**src/rtl/esc_pkg.sv**
```systemverilog
`default_nettype none
package esc_pkg;

    localparam int CFG_W     = 56;
    localparam int CFG_IDX_W = 3;

    localparam logic [CFG_IDX_W-1:0] CFG_TEMP    = 3'd0;
    localparam logic [CFG_IDX_W-1:0] CFG_PRESS_A = 3'd1;
    localparam logic [CFG_IDX_W-1:0] CFG_PRESS_B = 3'd2;
    localparam logic [CFG_IDX_W-1:0] CFG_PRESS_C = 3'd3;
    localparam logic [CFG_IDX_W-1:0] CFG_HUM_A   = 3'd4;
    localparam logic [CFG_IDX_W-1:0] CFG_HUM_B   = 3'd5;
    localparam logic [CFG_IDX_W-1:0] CFG_GAS_ERR = 3'd6;

    // radix-2 divider: one quotient bit per stage
    localparam int DIV_W = 64;

    // n / 100 == (n * DIV100_MAGIC) >> DIV100_SHIFT for any 32-bit n
    localparam logic [31:0] DIV100_MAGIC = 32'h51EB851F;
    localparam int          DIV100_SHIFT = 37;

    // pipeline latency and delay-line depths, in cycles
    localparam int LAT      = 80;
    localparam int PADC_DLY = 8;
    localparam int HADC_DLY = 13;
    localparam int HTS_DLY  = 4;
    localparam int HD_DLY   = 4;
    localparam int TS_DLY   = 74;
    localparam int HUM_DLY  = 59;
    localparam int GAS_DLY  = 10;

    typedef struct packed {
        logic [19:0] temperature_code;
        logic [19:0] pressure_code;
        logic [15:0] humidity_code;
        logic [9:0]  gas_code;
        logic [3:0]  gas_range_index;
        logic        gas_reading_valid;
    } t_in_item;

    typedef struct packed {
        logic signed [15:0] temperature_centi;
        logic [31:0]        pressure_pascal;
        logic [16:0]        humidity_milli;
        logic [31:0]        gas_ohms;
    } t_out_item;

    function automatic logic [30:0] gas_k1(input logic [3:0] idx);
        logic [30:0] v;
        case (idx)
            4'd5, 4'd13: v = 31'd2126008810;
            4'd7:        v = 31'd2130303777;
            4'd10:       v = 31'd2143188679;
            4'd11:       v = 31'd2136746228;
            default:     v = 31'd2147483647;
        endcase
        return v;
    endfunction

    function automatic logic [31:0] gas_k2(input logic [3:0] idx);
        logic [31:0] v;
        case (idx)
            4'd0:    v = 32'd4096000000;
            4'd1:    v = 32'd2048000000;
            4'd2:    v = 32'd1024000000;
            4'd3:    v = 32'd512000000;
            4'd4:    v = 32'd255744255;
            4'd5:    v = 32'd127110228;
            4'd6:    v = 32'd64000000;
            4'd7:    v = 32'd32258064;
            4'd8:    v = 32'd16016016;
            4'd9:    v = 32'd8000000;
            4'd10:   v = 32'd4000000;
            4'd11:   v = 32'd2000000;
            4'd12:   v = 32'd1000000;
            4'd13:   v = 32'd500000;
            4'd14:   v = 32'd250000;
            default: v = 32'd125000;
        endcase
        return v;
    endfunction

endpackage
`default_nettype wire

```
**src/rtl/esc_div100.sv**
```systemverilog
`default_nettype none
module esc_div100 (
    input  wire logic               i_clk,
    input  wire logic signed [31:0] i_num,
    output logic signed [31:0]      o_quo
);
    import esc_pkg::*;

    logic        r_neg1;
    logic        r_neg2;
    logic [31:0] r_mag;
    logic [63:0] r_prod;
    logic [31:0] w_q;

    assign w_q = 32'(r_prod >> DIV100_SHIFT);

    // truncates toward zero: divide the magnitude, then restore the sign
    always_ff @(posedge i_clk) begin
        r_neg1 <= i_num[31];
        r_mag  <= i_num[31] ? 32'(-i_num) : 32'(i_num);
        r_neg2 <= r_neg1;
        r_prod <= 64'(r_mag) * 64'(DIV100_MAGIC);
        o_quo  <= r_neg2 ? $signed(-w_q) : $signed(w_q);
    end

endmodule
`default_nettype wire

```
**config.mk**
```make
export PLATFORM = sky130hd
export DESIGN_NAME = esc_div100
export DESIGN_NICKNAME = d
export VERILOG_FILES = /design/src/rtl/esc_pkg.sv /design/src/rtl/esc_div100.sv
export SDC_FILE = /design/constraint.sdc
export NUM_CORES = 1
export LEC_CHECK = 0
export ABC_AREA = 1
export BUFFER_PORTS_ARGS = -buffer_cell sky130_fd_sc_hd__buf_2
export CORE_UTILIZATION = 43
export DETAILED_ROUTE_END_ITERATION = 10
export PLACE_DENSITY = 0.7
export SETUP_SLACK_MARGIN = 0.5
export SLEW_MARGIN = 20
export SYNTH_ARGS = -nofsm -noshare
export SYNTH_HDL_FRONTEND = slang
export SYNTH_SLANG_ARGS = --single-unit
```
**constraint.sdc**
```tcl
create_clock -name i_clk -period 7 [get_ports i_clk]
set_input_delay 1.05 -clock i_clk [delete_from_list [all_inputs] [get_ports i_clk]]
set_output_delay 1.05 -clock i_clk [all_outputs]
set_load 0.02 [all_outputs]
```
==> reports/metrics.yaml <==
run_status:
  status: "finished clean"
global_route:
  antenna_found_initial: 1
  grt_max_degree: 26
  grt_overflow_total: 0
  grt_pass1_vias: 18470
  grt_pass1_wl_um: 101100
  grt_usage: 0.2493
sta:
  period_share: 0.8965
  slew_headroom: 0.4766
  fin_crit_ns: 6.276
  tns_ns: 0
  fin_skew_ns: 0.02031
  fmax_mhz: 159.3
  hold_viol_final: 0
  worst_pin_slew_ns: 0.7840
  finalSetupViolations: 0
  rsz0062_at_grt: "true"
  slew_violations: 0
routing:
  routed_wl_um: 62210
  wire_per_inst_um: 17.24
  via_per_inst: 4.823
  drt_pre_antenna_iters: 7
  drt_iter0_markers: 1309
  num_vias: 17400
  route.detailed.drc: 0
  ant_nets: 0
critical_path:
  crit_path_frequent_cell: "fa_1"
  crit_chain: "ha_1, fa_1, fa_1, inv_1, fa_1, inv_1, fa_1, fa_1, fa_1, inv_1, fa_1, inv_1, ha_1, nand2_1, nor2_2, nand2_1, nor2_1, nand2_1, nand2_1, nand2_1, nand3_1, nand2_1"
  crit_path_max_incr_delay_ns: 0.56
  cp-end-kind: "register"
  arrival_ns: 6.56
  path_class: "register to register"
  cpMaxStageDelayCell: "dfxtp_2"
  crit_fanout: 10
  startpoint_type: "register"
  crit_required_ns: 7.29
synthesis:
  ys_async_sr_fraction: 0
  synthTopCellsByCount: "inv_1 (921), nand2_1 (606), ha_1 (395)"
  yosysTopAreaCell: "fa_1"
  synth_ff_type: "dfxtp_1"
  yosysMostFrequentCell: "inv_1"
  syn_avg_cell_area_um2: 8.004
  synth_area_mm2: 0.02269
  synth_top_area_frac: 0.3432
  synth-seq-area-share: 0.08117
  netlist_instances: 2835
  ys_seq_elements: 92
  synth.distinct_cells: 36
  synth_area_leaders: "fa_1 (34%), ha_1 (22%), inv_1 (15%), nand2_1 (10%), dfxtp_1 (8.1%)"
  yosysWarnings: 0
  synth_edf_count: 0
  synth.net_count: 3652
cts:
  clk_pin_slew_ns: 0.09
  worstSkewPairLatency_ns: 0.39
  htree_levels: 3
  cts_tree: "built"
  cts_root_buf: "clkbuf_16"
  cts.sinks: 92
  clockBufferDepth: 2
  cts_made_buffers: 9
final_layout:
  num_antenna_cells: 0
  fin_nets: 3740
  stdcell_count: 3608
  design_area_mm2: 0.02434
  fin_util: 0.4706
  drive_above_1_share: 0.05499
  area_growth_pct: 7.262
die:
  die_x_um: 231.7
  rows: 83
  core_area_mm2: 0.05172
  ioPinCount: 65
  dieArea_mm2: 0.05369
  initial_core_util: 0.4387
  die-height_um: 231.7
placement:
  dp.final_hpwl_um: 55610
  io_buffers: 64
  placed_area_mm2: 0.02396
  gp_congestion: 0.9742
  dpl.cell_count: 3590
min_path:
  hold_path_class: "register to register"
run:
  drv_cap: 0
==> repair_timing <==
action	in CTS	in global routing
buffers inserted	0	2
hold buffers	0	0
resized for setup	0	28
setup endpoints to repair	0	26
==> critical path, delay by kind of cell (launching register included) <==
kind | cells | cell delay [ns]
adders and majority gates | 9 | 4.17
and+or+nand+nor | 9 | 1.25
buffers and inverters | 4 | 0.20
DFF | 1 | 0.56
==> layer usage <==
| metal | share of wire | track usage |
|---|---|---|
| met1 | 0.44 | 0.3355 |
| met2 | 0.44 | 0.3968 |
| met3 | 0.068 | 0.03450 |
| met4 | 0.050 | 0.1151 |
| met5 | 0 | 0 |
==> worst paths after layout <==
path / startpoint / end / slack, ns / cells after the start
worst max-delay path: r_mag[10] / r_prod[62] / 0.72 / 22
worst min-delay path: r_prod[37] / o_quo[0] / 0.35 / 0
worst max register to register: r_mag[10] / r_prod[62] / 0.72 / 22
worst min register to register: r_prod[37] / o_quo[0] / 0.35 / 0
==> kinds of logic (layout without fill, tap and decap cells) <==
| kind of cell | count (synthesis) | count (layout) | share of synthesized area |
|---|---|---|---|
| buffers and inverters | 932 | 1025 | 0.1542 |
| XOR/XNOR | 53 | 53 | 0.02046 |
| flip-flops | 92 | 92 | 0.08117 |
| AO/OA/AOI/OAI | 85 | 85 | 0.02112 |
| AND/OR/NAND/NOR | 889 | 889 | 0.1620 |
| adder cells (fa/ha/maj) | 784 | 784 | 0.5610 |
==> flip-flops by register name, summed over array words and instances, names as in the netlist <==
name and count:
r_neg2 1, r_mag 32, r_prod 26, o_quo 32, r_neg1 1
==> per-stage QoR <==
step | setup WS, ns | hold WS, ns
after floorplan | 1.391 | 0.3096
after global placement | 0.5189 | 0.3564
after detailed placement | 0.5417 | 0.3499
after CTS | 0.5134 | 0.3489
after global routing | 0.4626 | 0.3629
final | 0.7242 | 0.3480
==> placed cells by master (no fill, tap or decap), drive strengths merged <==
| cell | Yosys | final |
|---|---|---|
| a21oi | 43 | 43 |
| clkbuf | 4 | 9 |
| nand3 | 78 | 78 |
| o21bai | 13 | 13 |
| and3 | 2 | 2 |
| buf | 1 | 82 |
| xor2 | 39 | 39 |
| bufinv | 0 | 1 |
| clkinv | 1 | 2 |
| fa | 389 | 389 |
| xnor2 | 14 | 14 |
| nor3b | 1 | 1 |
| nand2 | 612 | 612 |
| o31ai | 3 | 3 |
| nor2 | 144 | 144 |
| dfxtp | 92 | 92 |
| nor4 | 6 | 6 |
| o211ai | 3 | 3 |
| clkinvlp | 0 | 3 |
| ha | 395 | 395 |
| nand3b | 1 | 1 |
| nand4 | 21 | 21 |
| o21ai | 21 | 21 |
| nor3 | 20 | 20 |
| and2 | 2 | 2 |
| or2 | 2 | 2 |
| a31oi | 2 | 2 |
| inv | 926 | 928 |
==> final cells by class <==
type                    instances  area (um2)
clock buffers                   9       225.2
clock inverters                 7       90.09
fillers                      5033       27380
inverters                     927        3483
multi-input cells            1811       17360
flip-flops and latches         92        1877
well taps                     680       850.8
repair buffers                 82       455.4
Power is not shown: default switching activity piles up to over one toggle a cycle in this logic, so the estimate is an artifact.
